==> config.mk <==
export PLATFORM = sky130hd
export DESIGN_NAME = byte_to_c_literal_text_encoder
export DESIGN_NICKNAME = d
export VERILOG_FILES = /design/src/hdl/b2c_pkg.sv /design/src/hdl/byte_to_c_literal_text_encoder.sv /design/src/hdl/b2c_fifo.sv /design/src/hdl/b2c_front.sv /design/src/hdl/b2c_back.sv
export SDC_FILE = /design/constraint.sdc
export NUM_CORES = 1
export LEC_CHECK = 0
export BUFFER_PORTS_ARGS = -buffer_cell sky130_fd_sc_hd__buf_4
export CORE_MARGIN = 4
export CORE_UTILIZATION = 35
export DETAILED_ROUTE_END_ITERATION = 16
export GPL_TIMING_DRIVEN = 0
export SYNTH_ARGS = -nofsm -noshare
export SYNTH_HDL_FRONTEND = slang
export SYNTH_SLANG_ARGS = --single-unit
==> constraint.sdc <==
create_clock -name clk -period 7.6 [get_ports clk]
set_input_delay 0.38 -clock clk [delete_from_list [all_inputs] [get_ports clk]]
set_output_delay 0.38 -clock clk [all_outputs]
set_load 0.02 [all_outputs]
==> src/hdl/b2c_pkg.sv <==
// Shared types and constants of the byte to C literal text encoder.
package b2c_pkg;

    // Depth of the job queue between front and back; must be a power of two.
    localparam int QDEPTH = 4;
    localparam int QAW    = $clog2(QDEPTH);

    localparam int COL_W = 11;
    localparam logic [COL_W-1:0] COLUMN_MAX = 11'd2047;

    // Output modes.
    localparam logic [1:0] MODE_DEC     = 2'd0;
    localparam logic [1:0] MODE_HEXLIST = 2'd1;
    localparam logic [1:0] MODE_HEXSTR  = 2'd2;
    localparam logic [1:0] MODE_ESCSTR  = 2'd3;

    // Configuration register indexes.
    localparam logic [1:0] REG_MODE        = 2'd0;
    localparam logic [1:0] REG_MAX_COLUMNS = 2'd1;
    localparam logic [1:0] REG_DROP_CR     = 2'd2;

    // Input operations.
    localparam logic OP_DATA   = 1'b0;
    localparam logic OP_FINISH = 1'b1;

    typedef struct packed {
        logic [1:0] mode;
        logic [9:0] max_columns;
        logic       drop_cr;
    } cfg_t;

    // Opening text of a resource.
    typedef enum logic [1:0] {
        OPEN_NONE,
        OPEN_STR,       // =\n  "
        OPEN_LIST,      // ={
        OPEN_LIST_NL    // ={\n and two spaces
    } open_code_t;

    // Line wrap text.
    typedef enum logic [1:0] {
        WRAP_NONE,
        WRAP_STR,       // "\n  "
        WRAP_LIST       // \n and two spaces
    } wrap_code_t;

    // Main text of an item; every job has one.
    typedef enum logic [3:0] {
        BODY_CHAR,
        BODY_ESC,
        BODY_NL,
        BODY_HEXESC,
        BODY_HEX0X,
        BODY_DEC,
        BODY_CLOSE_STR,
        BODY_CLOSE_LIST,
        BODY_CLOSE_LIST_NL
    } body_code_t;

    // One classified item as handed from front to back.
    typedef struct packed {
        open_code_t open_code;
        logic       comma;
        wrap_code_t wrap_code;
        body_code_t body_code;
        logic [7:0] data;
    } job_t;

    // Segment that the back end is emitting.
    typedef enum logic [1:0] {
        PH_OPEN,
        PH_COMMA,
        PH_WRAP,
        PH_BODY
    } phase_t;

endpackage

==> src/hdl/byte_to_c_literal_text_encoder.sv <==
// Top level of the byte to C literal text encoder: configuration registers and wiring.
// Path: an accepted item passes the job queue, the job register of the back end and its output register.
// Throughput: one character per cycle while the receiver keeps popping, set by the single character
// path of the back end; an item gives 1 to 12 characters, about 4 for a typical byte, and a dropped
// carriage return gives none. Reset: all control state clears at once; the registers return to hex
// list mode, 16 columns and carriage returns kept.
module byte_to_c_literal_text_encoder (
    input  logic       clk,
    input  logic       rst_n,
    // Input item queue side.
    input  logic       push,
    output logic       full,
    input  logic       op,
    input  logic [7:0] data_byte,
    // Result queue side.
    output logic       empty,
    input  logic       pop,
    output logic [7:0] out_char,
    output logic       last_char,
    // Configuration write port.
    input  logic       wr_en,
    input  logic [1:0] wr_index,
    input  logic [9:0] wr_data
);
    import b2c_pkg::*;

    cfg_t cfg_reg;
    cfg_t cfg_next;
    logic accept;
    job_t front_job;
    logic front_we;
    job_t q_job;
    logic q_empty;
    logic q_pop;

    // The configuration registers. Writes to an index past the list are ignored.
    always_comb
    begin
        cfg_next = cfg_reg;
        if (wr_en)
        begin
            case (wr_index)
                REG_MODE:        cfg_next.mode        = wr_data[1:0];
                REG_MAX_COLUMNS: cfg_next.max_columns = wr_data;
                REG_DROP_CR:     cfg_next.drop_cr     = wr_data[0];
                default:         cfg_next             = cfg_reg;
            endcase
        end
    end

    always_ff @(posedge clk or negedge rst_n)
    begin
        if (!rst_n)
        begin
            cfg_reg.mode        <= MODE_HEXLIST;
            cfg_reg.max_columns <= 10'd16;
            cfg_reg.drop_cr     <= 1'b0;
        end
        else
        begin
            cfg_reg <= cfg_next;
        end
    end

    // An item is taken whenever the job queue has room. The front end does all the
    // line bookkeeping in that same cycle, so the next item may follow right away.
    assign accept = push && !full;

    b2c_front u_front (
        .clk       (clk),
        .rst_n     (rst_n),
        .cfg       (cfg_reg),
        .accept    (accept),
        .op        (op),
        .data_byte (data_byte),
        .job       (front_job),
        .job_we    (front_we)
    );

    // The queue absorbs the spread between one item per cycle in and one character
    // per cycle out, so the front keeps taking items while long texts drain.
    b2c_fifo u_fifo (
        .clk   (clk),
        .rst_n (rst_n),
        .we    (front_we),
        .wdata (front_job),
        .full  (full),
        .re    (q_pop),
        .rdata (q_job),
        .empty (q_empty)
    );

    // The back end walks opening, comma, wrap and body text of each job and loads
    // the next job on the cycle of the last character, with no gap between items when the queue holds one.
    b2c_back u_back (
        .clk       (clk),
        .rst_n     (rst_n),
        .q_job     (q_job),
        .q_empty   (q_empty),
        .q_pop     (q_pop),
        .pop       (pop),
        .empty     (empty),
        .out_char  (out_char),
        .last_char (last_char)
    );

endmodule

==> src/hdl/b2c_fifo.sv <==
// Small job queue that decouples the classifying front from the text back end.
module b2c_fifo (
    input  logic          clk,
    input  logic          rst_n,
    input  logic          we,
    input  b2c_pkg::job_t wdata,
    output logic          full,
    input  logic          re,
    output b2c_pkg::job_t rdata,
    output logic          empty
);
    import b2c_pkg::*;

    job_t           mem [QDEPTH];
    logic [QAW-1:0] wr_ptr_reg;
    logic [QAW-1:0] wr_ptr_next;
    logic [QAW-1:0] rd_ptr_reg;
    logic [QAW-1:0] rd_ptr_next;
    logic [QAW:0]   count_reg;
    logic [QAW:0]   count_next;
    logic           do_wr;
    logic           do_rd;

    assign full  = (count_reg == (QAW+1)'(QDEPTH));
    assign empty = (count_reg == '0);
    assign rdata = mem[rd_ptr_reg];
    assign do_wr = we && !full;
    assign do_rd = re && !empty;

    always_comb
    begin
        wr_ptr_next = do_wr ? wr_ptr_reg + 1'b1 : wr_ptr_reg;
        rd_ptr_next = do_rd ? rd_ptr_reg + 1'b1 : rd_ptr_reg;
        count_next  = count_reg;
        if (do_wr && !do_rd)
        begin
            count_next = count_reg + 1'b1;
        end
        else if (do_rd && !do_wr)
        begin
            count_next = count_reg - 1'b1;
        end
    end

    always_ff @(posedge clk or negedge rst_n)
    begin
        if (!rst_n)
        begin
            wr_ptr_reg <= '0;
            rd_ptr_reg <= '0;
            count_reg  <= '0;
        end
        else
        begin
            wr_ptr_reg <= wr_ptr_next;
            rd_ptr_reg <= rd_ptr_next;
            count_reg  <= count_next;
        end
    end

    always_ff @(posedge clk)
    begin
        if (do_wr)
        begin
            mem[wr_ptr_reg] <= wdata;
        end
    end

endmodule

==> src/hdl/b2c_front.sv <==
// Front end: takes input items, keeps the line state and classifies each item into a job.
module b2c_front (
    input  logic          clk,
    input  logic          rst_n,
    input  b2c_pkg::cfg_t cfg,
    input  logic          accept,
    input  logic          op,
    input  logic [7:0]    data_byte,
    output b2c_pkg::job_t job,
    output logic          job_we
);
    import b2c_pkg::*;

    logic [COL_W-1:0] column_reg;
    logic [COL_W-1:0] column_next;
    logic             hex_pending_reg;
    logic             hex_pending_next;
    logic             first_item_reg;
    logic             first_item_next;
    logic             opened_reg;
    logic             opened_next;

    logic             drop;
    logic             wrap_due;
    logic             col_clear;
    logic [COL_W-1:0] col_base;
    logic [2:0]       col_add;
    logic [COL_W:0]   col_sum;

    function automatic logic is_xdigit(input logic [7:0] b);
        return (b >= "0" && b <= "9") || (b >= "a" && b <= "f") || (b >= "A" && b <= "F");
    endfunction

    always_comb
    begin
        job.open_code = OPEN_NONE;
        job.comma     = 1'b0;
        job.wrap_code = WRAP_NONE;
        job.body_code = BODY_CHAR;
        job.data      = data_byte;
        job_we        = 1'b0;

        hex_pending_next = hex_pending_reg;
        first_item_next  = first_item_reg;
        opened_next      = opened_reg;
        col_clear        = 1'b0;
        col_base         = column_reg;
        col_add          = 3'd0;

        drop     = (op == OP_DATA) && cfg.drop_cr && (data_byte == 8'h0D);
        wrap_due = (cfg.max_columns != '0) && (column_reg >= {1'b0, cfg.max_columns});

        if (!opened_reg)
        begin
            if (cfg.mode[1])
            begin
                job.open_code = OPEN_STR;
            end
            else if (cfg.max_columns != '0)
            begin
                job.open_code = OPEN_LIST_NL;
            end
            else
            begin
                job.open_code = OPEN_LIST;
            end
        end

        if (op == OP_FINISH)
        begin
            job_we = accept;
            if (cfg.mode[1])
            begin
                job.body_code = BODY_CLOSE_STR;
            end
            else if (cfg.max_columns != '0)
            begin
                job.body_code = BODY_CLOSE_LIST_NL;
            end
            else
            begin
                job.body_code = BODY_CLOSE_LIST;
            end
            col_clear        = 1'b1;
            hex_pending_next = 1'b0;
            first_item_next  = 1'b1;
            opened_next      = 1'b0;
        end
        else if (!drop)
        begin
            job_we      = accept;
            opened_next = 1'b1;
            if (cfg.mode[1])
            begin
                if (wrap_due)
                begin
                    job.wrap_code = WRAP_STR;
                    col_base      = '0;
                end
                if (cfg.mode == MODE_ESCSTR)
                begin
                    hex_pending_next = 1'b0;
                    job.body_code    = BODY_ESC;
                    col_add          = 3'd2;
                    case (data_byte)
                        8'h5C:   job.data = 8'h5C;
                        8'h07:   job.data = "a";
                        8'h09:   job.data = "t";
                        8'h0D:   job.data = "r";
                        8'h0C:   job.data = "f";
                        8'h0B:   job.data = "v";
                        8'h22:   job.data = 8'h22;
                        8'h0A:
                        begin
                            job.body_code = BODY_NL;
                            col_clear     = 1'b1;
                        end
                        default:
                        begin
                            // Control and high bytes, and a hex digit right after a
                            // hex escape, become hex escapes themselves.
                            if (data_byte < 8'd32 || data_byte >= 8'd127
                                || (hex_pending_reg && is_xdigit(data_byte)))
                            begin
                                job.body_code    = BODY_HEXESC;
                                col_add          = 3'd4;
                                hex_pending_next = 1'b1;
                            end
                            else
                            begin
                                job.body_code = BODY_CHAR;
                                col_add       = 3'd1;
                            end
                        end
                    endcase
                end
                else
                begin
                    job.body_code = BODY_HEXESC;
                    col_add       = 3'd4;
                end
            end
            else
            begin
                job.comma = !first_item_reg;
                if (wrap_due)
                begin
                    job.wrap_code = WRAP_LIST;
                    col_base      = '0;
                end
                job.body_code   = (cfg.mode == MODE_HEXLIST) ? BODY_HEX0X : BODY_DEC;
                first_item_next = 1'b0;
                col_add         = 3'd1;
            end
        end

        col_sum = {1'b0, col_base} + {{(COL_W-2){1'b0}}, col_add};
        if (col_clear)
        begin
            column_next = '0;
        end
        else if (col_sum[COL_W])
        begin
            column_next = COLUMN_MAX;
        end
        else
        begin
            column_next = col_sum[COL_W-1:0];
        end
    end

    always_ff @(posedge clk or negedge rst_n)
    begin
        if (!rst_n)
        begin
            column_reg      <= '0;
            hex_pending_reg <= 1'b0;
            first_item_reg  <= 1'b1;
            opened_reg      <= 1'b0;
        end
        else if (accept)
        begin
            column_reg      <= column_next;
            hex_pending_reg <= hex_pending_next;
            first_item_reg  <= first_item_next;
            opened_reg      <= opened_next;
        end
    end

endmodule

==> src/hdl/b2c_back.sv <==
// Back end: expands queued jobs into characters, one a cycle while the output is taken, into an output register.
module b2c_back (
    input  logic          clk,
    input  logic          rst_n,
    input  b2c_pkg::job_t q_job,
    input  logic          q_empty,
    output logic          q_pop,
    input  logic          pop,
    output logic          empty,
    output logic [7:0]    out_char,
    output logic          last_char
);
    import b2c_pkg::*;

    localparam logic [7:0] CH_NL    = 8'h0A;
    localparam logic [7:0] CH_SP    = 8'h20;
    localparam logic [7:0] CH_QUOTE = 8'h22;
    localparam logic [7:0] CH_BSL   = 8'h5C;

    job_t       job_reg;
    job_t       job_next;
    logic       job_valid_reg;
    logic       job_valid_next;
    phase_t     phase_reg;
    phase_t     phase_next;
    logic [2:0] idx_reg;
    logic [2:0] idx_next;
    logic       out_valid_reg;
    logic       out_valid_next;
    logic [7:0] out_char_reg;
    logic [7:0] out_char_next;
    logic       out_last_reg;
    logic       out_last_next;

    logic [2:0] seg_len;
    logic       at_end;
    logic       is_last;
    logic       out_ready;
    logic       emit;
    logic       take;
    logic [7:0] cur_char;

    function automatic phase_t after_phase(input phase_t p, input job_t j);
        phase_t r;
        case (p)
            PH_OPEN:  r = j.comma ? PH_COMMA : ((j.wrap_code != WRAP_NONE) ? PH_WRAP : PH_BODY);
            PH_COMMA: r = (j.wrap_code != WRAP_NONE) ? PH_WRAP : PH_BODY;
            default:  r = PH_BODY;
        endcase
        return r;
    endfunction

    function automatic phase_t start_phase(input job_t j);
        return (j.open_code != OPEN_NONE) ? PH_OPEN : after_phase(PH_OPEN, j);
    endfunction

    function automatic logic [2:0] length_of(input phase_t p, input job_t j);
        logic [2:0] n;
        n = 3'd1;
        case (p)
            PH_OPEN:  n = (j.open_code == OPEN_LIST) ? 3'd2 : 3'd5;
            PH_COMMA: n = 3'd1;
            PH_WRAP:  n = (j.wrap_code == WRAP_STR) ? 3'd5 : 3'd3;
            PH_BODY:
            begin
                case (j.body_code)
                    BODY_CHAR:          n = 3'd1;
                    BODY_ESC:           n = 3'd2;
                    BODY_NL:            n = 3'd7;
                    BODY_HEXESC:        n = 3'd4;
                    BODY_HEX0X:         n = 3'd4;
                    BODY_DEC:           n = 3'd3;
                    BODY_CLOSE_STR:     n = 3'd4;
                    BODY_CLOSE_LIST:    n = 3'd1;
                    BODY_CLOSE_LIST_NL: n = 3'd4;
                    default:            n = 3'd1;
                endcase
            end
            default:  n = 3'd1;
        endcase
        return n;
    endfunction

    function automatic logic [7:0] hex_char(input logic [3:0] n);
        return (n < 4'd10) ? (8'h30 + {4'd0, n}) : (8'h57 + {4'd0, n});
    endfunction

    function automatic logic [7:0] char_of(input phase_t p, input job_t j, input logic [2:0] i);
        logic [7:0]  c;
        logic [1:0]  h;
        logic [7:0]  rem8;
        logic [14:0] prod;
        logic [3:0]  t;
        logic [6:0]  u7;
        c = CH_SP;
        // Decimal digits: hundreds by compare, tens by multiply with 205/2048.
        h    = (j.data >= 8'd200) ? 2'd2 : ((j.data >= 8'd100) ? 2'd1 : 2'd0);
        rem8 = j.data - ((h == 2'd2) ? 8'd200 : ((h == 2'd1) ? 8'd100 : 8'd0));
        prod = 15'(rem8[6:0]) * 15'd205;
        t    = prod[14:11];
        u7   = rem8[6:0] - 7'(t) * 7'd10;
        case (p)
            PH_OPEN:
            begin
                if (j.open_code == OPEN_STR)
                begin
                    case (i)
                        3'd0:    c = "=";
                        3'd1:    c = CH_NL;
                        3'd2:    c = CH_SP;
                        3'd3:    c = CH_SP;
                        default: c = CH_QUOTE;
                    endcase
                end
                else
                begin
                    case (i)
                        3'd0:    c = "=";
                        3'd1:    c = "{";
                        3'd2:    c = CH_NL;
                        default: c = CH_SP;
                    endcase
                end
            end
            PH_COMMA: c = ",";
            PH_WRAP:
            begin
                if (j.wrap_code == WRAP_STR)
                begin
                    case (i)
                        3'd0:    c = CH_QUOTE;
                        3'd1:    c = CH_NL;
                        3'd2:    c = CH_SP;
                        3'd3:    c = CH_SP;
                        default: c = CH_QUOTE;
                    endcase
                end
                else
                begin
                    c = (i == 3'd0) ? CH_NL : CH_SP;
                end
            end
            default:
            begin
                case (j.body_code)
                    BODY_CHAR: c = j.data;
                    BODY_ESC:  c = (i == 3'd0) ? CH_BSL : j.data;
                    BODY_NL:
                    begin
                        case (i)
                            3'd0:    c = CH_BSL;
                            3'd1:    c = "n";
                            3'd2:    c = CH_QUOTE;
                            3'd3:    c = CH_NL;
                            3'd4:    c = CH_SP;
                            3'd5:    c = CH_SP;
                            default: c = CH_QUOTE;
                        endcase
                    end
                    BODY_HEXESC, BODY_HEX0X:
                    begin
                        case (i)
                            3'd0:    c = (j.body_code == BODY_HEXESC) ? CH_BSL : "0";
                            3'd1:    c = "x";
                            3'd2:    c = hex_char(j.data[7:4]);
                            default: c = hex_char(j.data[3:0]);
                        endcase
                    end
                    BODY_DEC:
                    begin
                        case (i)
                            3'd0:    c = (h != 2'd0) ? (8'h30 + {6'd0, h}) : CH_SP;
                            3'd1:    c = (h != 2'd0 || t != 4'd0) ? (8'h30 + {4'd0, t}) : CH_SP;
                            default: c = 8'h30 + {1'b0, u7};
                        endcase
                    end
                    BODY_CLOSE_STR:
                    begin
                        case (i)
                            3'd0:    c = CH_QUOTE;
                            3'd1:    c = CH_NL;
                            default: c = CH_SP;
                        endcase
                    end
                    BODY_CLOSE_LIST: c = "}";
                    BODY_CLOSE_LIST_NL:
                    begin
                        case (i)
                            3'd0:    c = CH_NL;
                            3'd1:    c = CH_SP;
                            3'd2:    c = CH_SP;
                            default: c = "}";
                        endcase
                    end
                    default: c = CH_SP;
                endcase
            end
        endcase
        return c;
    endfunction

    assign seg_len   = length_of(phase_reg, job_reg);
    assign at_end    = (idx_reg == seg_len - 3'd1);
    assign is_last   = (phase_reg == PH_BODY) && at_end;
    assign out_ready = !out_valid_reg || pop;
    assign emit      = job_valid_reg && out_ready;
    assign take      = !q_empty && (!job_valid_reg || (emit && is_last));
    assign q_pop     = take;

    // Next state of the segment sequencer.
    always_comb
    begin
        job_next       = job_reg;
        job_valid_next = job_valid_reg;
        phase_next     = phase_reg;
        idx_next       = idx_reg;
        if (take)
        begin
            job_next       = q_job;
            job_valid_next = 1'b1;
            phase_next     = start_phase(q_job);
            idx_next       = 3'd0;
        end
        else if (emit)
        begin
            if (is_last)
            begin
                job_valid_next = 1'b0;
            end
            else if (at_end)
            begin
                phase_next = after_phase(phase_reg, job_reg);
                idx_next   = 3'd0;
            end
            else
            begin
                idx_next = idx_reg + 3'd1;
            end
        end
    end

    // Character output.
    always_comb
    begin
        cur_char       = char_of(phase_reg, job_reg, idx_reg);
        out_valid_next = out_valid_reg;
        out_char_next  = out_char_reg;
        out_last_next  = out_last_reg;
        if (out_ready)
        begin
            out_valid_next = emit;
            out_char_next  = cur_char;
            out_last_next  = is_last;
        end
    end

    always_ff @(posedge clk or negedge rst_n)
    begin
        if (!rst_n)
        begin
            job_valid_reg <= 1'b0;
            phase_reg     <= PH_OPEN;
            idx_reg       <= 3'd0;
            out_valid_reg <= 1'b0;
        end
        else
        begin
            job_valid_reg <= job_valid_next;
            phase_reg     <= phase_next;
            idx_reg       <= idx_next;
            out_valid_reg <= out_valid_next;
        end
    end

    always_ff @(posedge clk)
    begin
        job_reg      <= job_next;
        out_char_reg <= out_char_next;
        out_last_reg <= out_last_next;
    end

    assign empty     = !out_valid_reg;
    assign out_char  = out_char_reg;
    assign last_char = out_last_reg;

endmodule

==> results of run 1 <==
## final cells by class
type	count	area, um^2
Clock inverter	12	133
Inverter	77	289
Timing Repair Buffer	49	370
Sequential cell	138	3910
Clock buffer	20	479
Tap cell	330	413
Fill cell	2418	14500
Buffer	34	144
Multi-Input combinational cell	585	4770
## kinds of logic (layout without fill, tap and decap cells)
family | Yosys count | count (layout) | synth area share, %
and+or+nand+nor | 228 | 228 | 12.4
AOI/OAI and AO/OA | 196 | 196 | 14.5
DFF | 138 | 138 | 44.1
buffers and inverters | 111 | 192 | 4.84
adders and majority gates | 90 | 90 | 13.7
muxes | 42 | 42 | 7.44
xor gates and xnor gates | 29 | 29 | 2.95
## final timing paths
check,slack [ns],from,cells after the start,endpoint
setup / recovery,0.33,u_back.job_reg[4],34,u_back.out_char[5]
hold / removal,0.18,wr_data[1],3,cfg_reg[12]
setup reg to reg,0.33,u_back.job_reg[4],34,u_back.out_char[5]
hold reg to reg,0.47,u_front.first_item_reg,2,u_front.first_item_reg
max in group asynchronous,6.73,rst_n,2,u_fifo.count_reg[2]
min in group asynchronous,0.49,rst_n,2,cfg_reg[7]
## worst min-delay path, delay by kind of cell
| family | cells | cell delay (ns) |
|---|---|---|
| buffers and inverters | 1 | 0.09 |
| and+or+nand+nor | 1 | 0.04 |
| AOI/OAI and AO/OA | 1 | 0.06 |
## through the flow
stage               TNS, ns  instances  cell area, um^2
floorplan                 0        834             8880
global placement      -1.45       1195             9520
detailed placement    -2.04       1195             9520
CTS                       0       1234            10200
global route         -0.194       1245            10500
finish                    0       1245            10500
## cell usage in the layout (no fill, tap or decap), drive strengths merged, types with 5 or more instances in the layout
master  synthesis  layout
buf             7      55
a22oi           6       6
o22ai           9       9
mux2           16      16
a31oi           8       8
a21oi          39      39
nor3b           6       6
nand2          66      66
o21ai          59      59
o211ai          6       6
xor2           11      11
ha             78      78
xnor2          18      18
nand3          13      13
nand2b          8       8
and3            8       8
dfrtp          38      38
o21a            5       5
and2           10      10
inv            77      82
a21o           15      15
nor3           15      15
mux4           17      17
edfxtp         94      94
mux2i           9       9
nor2           64      64
clkbuf         27      47
o31ai           6       6
fa             12      12
nor2b          14      14
## timing repair
action                                  in CTS  in global routing
pin swaps                                    2                 17
endpoints found under the hold margin       38                  0
resized for setup                           11                 27
hold buffers                                 1                  0
endpoints found under the setup margin       5                  4
cloned                                       0                  0
setup buffers                                6                 11
## routing by layer
metal	track usage, %	wire [um]	vias up
met5	0	0	-
met4	3.60	163	0
met3	2.95	855	16
met2	22.5	9260	149
met1	17.4	8470	3145
li1	-	-	3174
==> results_dict.tcl, run 1 <==
set metrics [dict create \
    status "complete, no violations" \
    total_nets_final 1018 \
    worst-endpoint-arrival_ns 7.42 \
    grt_first_pass_wirelength_um 31000 \
    final_layout_worst_hold_slack_ns 0.183 \
    number_of_failing_hold_endpoints_at_the_final_stage 0 \
    avg_vias_per_cell 5.21 \
    synth_sequential_area_ratio_pct 44.1 \
    routed_wl_um 18800 \
    critical-path-top-cell-by-count "sky130_fd_sc_hd__ha_1" \
    yosysTopAreaCellShare_pct 31.8 \
    antenna_cells_inserted 0 \
    die_area_um2 28000 \
    antenna_found_initial 0 \
    port_buffers 31 \
    post_synth_main_area_contributors "sky130_fd_sc_hd__edfxtp_1, sky130_fd_sc_hd__ha_1, sky130_fd_sc_hd__dfrtp_1" \
    largest_reg_flops 68 \
    clock_path_buffers 2 \
    hold_path.class "in -> reg" \
    hpwl_um 13700 \
    routed-via-count 6484 \
    grt_start_max_net_pins 42 \
    grtUsageTotal_pct 13.3 \
    final.setup.worst_slack_ns 0.335 \
    coreArea_um2 25000 \
    tritoncts "done" \
    drtPass1Iterations 5 \
    period_share_pct 95.6 \
    initial_detailed_routing_violation_count 299 \
    relSlewSlack_pct 41.2 \
    critPathTopFamily "adder cells" \
    synth.largest_area_cell "sky130_fd_sc_hd__edfxtp_1" \
    synthArstFlopShare_pct 29.7 \
    crit_path_start_kind "flip-flop" \
    utilization_pct 42.0 \
    clock-skew-final_ns 0.0119 \
    rsz0062_at_grt "yes" \
    syn-mean-instance-area_um2 10.6 \
    postSynth.topFlopCell "sky130_fd_sc_hd__edfxtp_1" \
    worst_path_max_delay_cell "sky130_fd_sc_hd__fa_1" \
    io-pin-count 37 \
    ws_path_type "reg -> reg" \
    numClockSinks 138 \
    slew_violations 0 \
    setup_viol 0 \
    critical_path_buf_inv_count 5 \
    number_of_enable_type_register_cells_in_the_synthesized_netlist 94 \
    synthToLayoutAreaGrowth_pct 18.5 \
    critPathMaxStageDelay_ns 0.51 \
    synth_cell_type_count 82 \
    yosysMostFrequentCell "sky130_fd_sc_hd__edfxtp_1" \
    syn-cell-area_um2 8880 \
    wl_per_cell_um 15.1 \
    fp-row-count 58 \
    critical_path.max_fanout 4 \
    htreeDepth 4 \
    synth_fp_nets 950 \
    ys_seq_elements 138 \
    clkLatencyLatePin_ns 0.42 \
    antenna_nets_post_route 0 \
    drt_drc_violations_left 0 \
    globalplace.congestion 0.902 \
    timing.critical_path.required_ns 7.75 \
    global_route.overflow_total 0 \
    cts_root_buf "sky130_fd_sc_hd__clkbuf_16" \
    fmaxAchievable_mhz 138 \
    die_height_um 167 \
    critical_path.endpoint_type "flip-flop" \
    synthesis.instances 834 \
    synth_warnings 0 \
    clk_pin_slew_ns 0.06 \
    initial_utilization_pct 35.5 \
    max_slew.worst_pin.slew_ns 0.881 \
    floorplan.die.width_um 167 \
    fin_crit_ns 7.27 \
    synth_top_cells_by_count "sky130_fd_sc_hd__edfxtp_1, sky130_fd_sc_hd__ha_1, sky130_fd_sc_hd__inv_1" \
    pre_cts_ws_ns -0.622 \
    fraction_of_final_layout_cells_sized_beyond_drive_strength_1_pct 17.7 \
    via_count_of_the_first_global_routing_pass 6372 \
    cts_buffers 17 \
    max-cap-violations 0 \
]
Power of run 1 is not shown: default switching activity piles up to over one toggle a cycle in this logic, so the estimate is an artifact.
==> run 2: changes to the inputs <==
- ABC_AREA: default -> 1
==> results_dict.tcl, run 2 <==
set metrics [dict create \
    syn-cell-area_um2 9260 \
    synth.largest_area_cell "sky130_fd_sc_hd__edfxtp_1" \
    critical_path_buf_inv_count 6 \
    timing.reg2reg.setup_slack_ns 0.44 \
    fmaxAchievable_mhz 140 \
    max-cap-violations 0 \
    via_count_of_the_first_global_routing_pass 7252 \
    filler_cell_count 2620 \
    initial_detailed_routing_violation_count 430 \
    cts_root_buf "sky130_fd_sc_hd__clkbuf_16" \
    holdPathEnd "cfg_reg[4]" \
    worst-endpoint-arrival_ns 7.42 \
    numClockSinks 138 \
    die_area_um2 29100 \
    post_synth_main_area_contributors "sky130_fd_sc_hd__edfxtp_1, sky130_fd_sc_hd__ha_1, sky130_fd_sc_hd__dfrtp_1" \
    synth_sequential_area_ratio_pct 42.3 \
    critical-path-top-cell-by-count "sky130_fd_sc_hd__ha_1" \
    synth_cell_type_count 61 \
    clock-skew-final_ns 0.0112 \
    fp-row-count 59 \
    synthArstFlopShare_pct 29.7 \
    die_height_um 171 \
    crit_path_start_kind "flip-flop" \
    syn-mean-instance-area_um2 8.26 \
    drtPass1Iterations 6 \
    slew_violations 0 \
    antenna_cells_inserted 0 \
    htreeDepth 4 \
    total_nets_final 1307 \
    clkLatencyLatePin_ns 0.42 \
    critical_path.endpoint_type "flip-flop" \
    pre_cts_ws_ns -0.288 \
    antenna_found_initial 0 \
    dpl-instance-area_um2 10000 \
    max_slew.worst_pin.slew_ns 0.642 \
    worst_path_max_delay_cell "sky130_fd_sc_hd__fa_1" \
    final_cell_mix "sky130_fd_sc_hd__nand2_1, sky130_fd_sc_hd__inv_1, sky130_fd_sc_hd__nor2_1" \
    port_buffers 36 \
    grtUsageTotal_pct 14.5 \
    critical_path.max_fanout 4 \
    final-seq-area_um2 3910 \
    grt_start_max_net_pins 42 \
    r2r-start "u_back.job_reg[4]" \
    hold_depth 3 \
    postSynth.topFlopCell "sky130_fd_sc_hd__edfxtp_1" \
    tritoncts "done" \
    holdCritStartpoint "wr_data[3]" \
    fin_crit_ns 7.16 \
    postLayoutCellArea_um2 10800 \
    number_of_failing_hold_endpoints_at_the_final_stage 0 \
    rr_worst_depth 36 \
    timing.critical_path.required_ns 7.86 \
    global_route.overflow_total 0 \
    synth_warnings 0 \
    yosysMostFrequentCell "sky130_fd_sc_hd__nand2_1" \
    ws_path_type "reg -> reg" \
    critPathMaxStageDelay_ns 0.52 \
    mostFrequentLayoutCell "sky130_fd_sc_hd__nand2_1" \
    synth_top_cells_by_count "sky130_fd_sc_hd__nand2_1, sky130_fd_sc_hd__inv_1, sky130_fd_sc_hd__nor2_1" \
    synthToLayoutAreaGrowth_pct 16.1 \
    final.setup.worst_slack_ns 0.439 \
    setup_total_negative_slack_ns 0 \
    setup_viol 0 \
    routed-via-count 7450 \
    initial_utilization_pct 35.5 \
    fraction_of_final_layout_cells_sized_beyond_drive_strength_1_pct 12.0 \
    status "complete, no violations" \
    globalplace.congestion 0.910 \
    clock_path_buffers 2 \
    number_of_enable_type_register_cells_in_the_synthesized_netlist 94 \
    synthesis.instances 1121 \
    grt_first_pass_wirelength_um 34900 \
    critPathTopFamily "adder cells" \
    clk_pin_slew_ns 0.06 \
    floorplan.die.width_um 171 \
    cts_buffers 17 \
    io-pin-count 37 \
    routed_wl_um 20500 \
    hpwl_um 15800 \
    wl_per_cell_um 13.3 \
    hold_path.class "in -> reg" \
    ys_seq_elements 138 \
    antenna_nets_post_route 0 \
    worst_r2r_endpoint "u_back.out_char[5]" \
    coreArea_um2 26100 \
    drt_drc_violations_left 0 \
    multiInputGateArea_um2 4580 \
    largest_reg_flops 68 \
    period_share_pct 94.2 \
    synth_fp_nets 1237 \
    utilization_pct 41.3 \
    relSlewSlack_pct 57.0 \
    avg_vias_per_cell 4.84 \
    yosysTopAreaCellShare_pct 30.5 \
]
## run 2: changes by cell type after synthesis, moves of 17 or more
cell	delta
sky130_fd_sc_hd__inv_1	+114
sky130_fd_sc_hd__nand3_1	+29
sky130_fd_sc_hd__o21ai_0	+18
sky130_fd_sc_hd__mux4_2	-17
sky130_fd_sc_hd__nor2_1	+74
sky130_fd_sc_hd__nand2_1	+156
## run 2: metrics by stage
| stage | std cells | hold WS, ns |
|---|---|---|
| 2_1_floorplan | 1121 | 0.0844 |
| 3_3_place_gp | 1492 | 0.423 |
| 3_5_place_dp | 1496 | 0.421 |
| 4_1_cts | 1531 | 0.188 |
| 5_1_grt | 1539 | 0.196 |
| 6_report | 1539 | 0.197 |
## run 2: worst min-delay path: cells and delay by family
kind                   cells  cell delay, ns
buffers and inverters      1            0.07
AND/OR/NAND/NOR            1            0.03
AO/OA/AOI/OAI              1            0.09
## run 2: cell families after synthesis
| family | Yosys count | share of synthesized area [%] |
|---|---|---|
| AO/OA/AOI/OAI | 196 | 12.4 |
| XOR/XNOR | 17 | 1.61 |
| adder cells (fa/ha/maj) | 90 | 13.1 |
| buffers and inverters | 216 | 9.01 |
| flip-flops | 138 | 42.3 |
| multiplexers | 1 | 0.122 |
| AND/OR/NAND/NOR | 463 | 21.5 |
## run 2: layer usage
layer  global-route usage [%]  vias to the layer above  routed length (um)
met5                        0                        -                   0
met4                     3.16                        0                 181
met3                     2.82                       19                 855
met2                     24.3                      148                9670
met1                     19.8                     3419                9790
li1                         -                     3864                   -
## run 2: timing repair
item | CTS | global route
setup buffers | 2 | 8
gates resized for setup | 2 | 19
setup endpoints to repair | 5 | 5
pin swaps | 1 | 7
hold endpoints to repair | 38 | 0
hold buffers | 1 | 0
## run 2: how the worst max path moves through the flow
stage / from / slack (ns) / depth (start not counted) / to
final: u_back.job_reg[4] / 0.44 / 36 / u_back.out_char[5]
after global routing: u_back.job_reg[4] / -0.04 / 44 / u_back.out_char[6]
after CTS: u_back.job_reg[4] / 0.01 / 42 / u_back.out_char[6]
after detailed placement: u_back.job_reg[4] / -0.29 / 42 / u_back.out_char[6]
after global placement: u_back.job_reg[4] / -0.26 / 35 / u_back.out_char[5]
after floorplan: u_back.job_reg[4] / 0.71 / 35 / u_back.out_char[5]
## run 2: layout make-up
| type | count | share of cell area, % |
|---|---|---|
| clock inverter | 13 | 1.41 |
| inverter | 198 | 6.94 |
| sequential | 138 | 36.4 |
| clock buffer | 19 | 4.03 |
| multi-input combinational | 767 | 42.6 |
| buffer | 18 | 0.826 |
| timing repair buffer | 51 | 3.86 |
| tap | 335 | 3.90 |
Power of run 2 is left out for the same reason.
==> run 3: changes to the inputs <==
- CORE_MARGIN: 4 -> default
- CTS_CLUSTER_SIZE: default -> 14
- GPL_ROUTABILITY_DRIVEN: default -> 0
==> results_dict.tcl, run 3 (synthesized netlist as in run 2, its figures left out) <==
set metrics [dict create \
    critPathMaxStageDelay_ns 0.51 \
    initial_utilization_pct 35.6 \
    cts_root_buf "sky130_fd_sc_hd__clkbuf_16" \
    routed_wl_um 20500 \
    hold_path.class "in -> reg" \
    io-pin-count 37 \
    slew_violations 0 \
    grt_start_max_net_pins 42 \
    critical-path-top-cell-by-count "sky130_fd_sc_hd__inv_1" \
    timing.critical_path.required_ns 7.75 \
    htreeDepth 4 \
    routed-via-count 7511 \
    port_buffers 36 \
    tritoncts "done" \
    initial_detailed_routing_violation_count 400 \
    drtPass1Iterations 5 \
    clock-skew-final_ns 0.0150 \
    r2r-start "u_back.job_reg[5]" \
    worst_path_max_delay_cell "sky130_fd_sc_hd__fa_1" \
    ws_path_type "reg -> reg" \
    antenna_nets_post_route 0 \
    largest_reg_flops 68 \
    crit_path_start_kind "flip-flop" \
    holdCritStartpoint "wr_data[5]" \
    fmaxAchievable_mhz 137 \
    hpwl_um 15400 \
    max_slew.worst_pin.slew_ns 0.649 \
    worst_r2r_endpoint "u_back.out_char[5]" \
    holdPathEnd "cfg_reg[6]" \
    cts_buffers 17 \
    wl_per_cell_um 13.3 \
    avg_vias_per_cell 4.88 \
    synthToLayoutAreaGrowth_pct 16.5 \
    setup_viol 0 \
    number_of_failing_hold_endpoints_at_the_final_stage 0 \
    grtUsageTotal_pct 16.0 \
    drt_drc_violations_left 0 \
    clkLatencyLatePin_ns 0.43 \
    die_area_um2 27100 \
    numClockSinks 138 \
    max-cap-violations 0 \
    fin_cells 1540 \
    clk_pin_slew_ns 0.06 \
    mostFrequentLayoutCell "sky130_fd_sc_hd__nand2_1" \
    worst-endpoint-arrival_ns 7.43 \
    timing.reg2reg.setup_slack_ns 0.32 \
    final_cell_mix "sky130_fd_sc_hd__nand2_1, sky130_fd_sc_hd__inv_1, sky130_fd_sc_hd__nor2_1" \
    antenna_found_initial 0 \
    status "complete, no violations" \
    placedCellCount 1496 \
    clock_path_buffers 2 \
    antenna_cells_inserted 0 \
    grt_first_pass_wirelength_um 34300 \
    rr_worst_depth 35 \
    fraction_of_final_layout_cells_sized_beyond_drive_strength_1_pct 12.4 \
    total_nets_final 1308 \
    hold_depth 3 \
    via_count_of_the_first_global_routing_pass 7233 \
    coreArea_um2 26000 \
    critical_path.max_fanout 5 \
    critical_path.endpoint_type "flip-flop" \
    fp-row-count 59 \
    die_height_um 165 \
    floorplan.die.width_um 165 \
    period_share_pct 95.8 \
    global_route.overflow_total 0 \
    relSlewSlack_pct 56.3 \
    fin_crit_ns 7.28 \
]
run 3: cell count changes in the layout (fill, tap and decap cells not counted), sizes merged:
cell | previous run | this run
clkinv | 9 | 8
inv | 197 | 198
buf | 54 | 55
clkinvlp | 2 | 3
bufinv | 3 | 1
clkbuf | 33 | 34
run 3: routing by layer:
metal	part of all wire (%)	GRT usage, %	up-vias
met3	3.9	3.34	15
met4	0.96	3.92	0
met1	47	20.6	3480
li1	-	-	3866
met5	0	0	-
met2	48	27.2	150
run 3: layout make-up:
cell class	instances	area (um^2)
multi-input cells	767	4610
well taps	335	419
clock buffers	20	479
fillers	2626	15200
inverters	198	746
flip-flops and latches	138	3910
repair buffers	52	419
clock inverters	12	110
plain buffers	18	88.8
run 3: critical path, delay by kind of cell (launching register included):
kind	cells	cell delay [ns]
DFF	1	0.46
AOI/OAI and AO/OA	9	1.25
adders and majority gates	11	3.50
and+or+nand+nor	4	0.66
buffers and inverters	8	0.55
xor gates and xnor gates	3	0.61
run 3: worst max path at each step:
| stage | start | end | cells past startpoint |
|---|---|---|---|
| after floorplan | u_back.job_reg[4] | u_back.out_char[5] | 35 |
| after global placement | u_back.job_reg[4] | u_back.out_char[5] | 35 |
| final | u_back.job_reg[5] | u_back.out_char[5] | 35 |
| after detailed placement | u_back.job_reg[4] | u_back.out_char[5] | 35 |
| after global routing | u_back.job_reg[5] | u_back.out_char[5] | 35 |
| after CTS | u_back.job_reg[4] | u_back.out_char[5] | 36 |
run 3: metrics by stage:
step / area [um^2] / setup WS [ns] / util [%] / hold slack [ns] / setup TNS [ns]
after floorplan: 9260 / 0.713 / - / 0.0844 / 0
after CTS: 10600 / 0.0501 / 40.9 / 0.185 / 0
after global routing: 10800 / -0.0598 / 41.5 / 0.200 / -0.106
after global placement: 9950 / -0.294 / 38.3 / 0.419 / -0.807
after detailed placement: 10000 / -0.289 / 38.5 / 0.420 / -0.840
final: 10800 / 0.322 / 41.5 / 0.199 / 0
run 3: repair_timing:
item | in CTS | in global routing
endpoints found under the setup margin | 5 | 5
buffers inserted | 1 | 10
hold buffers | 1 | 0
gates resized for setup | 2 | 22
endpoints found under the hold margin | 38 | 0
pin swaps | 1 | 5
Power of run 3 is left out for the same reason.
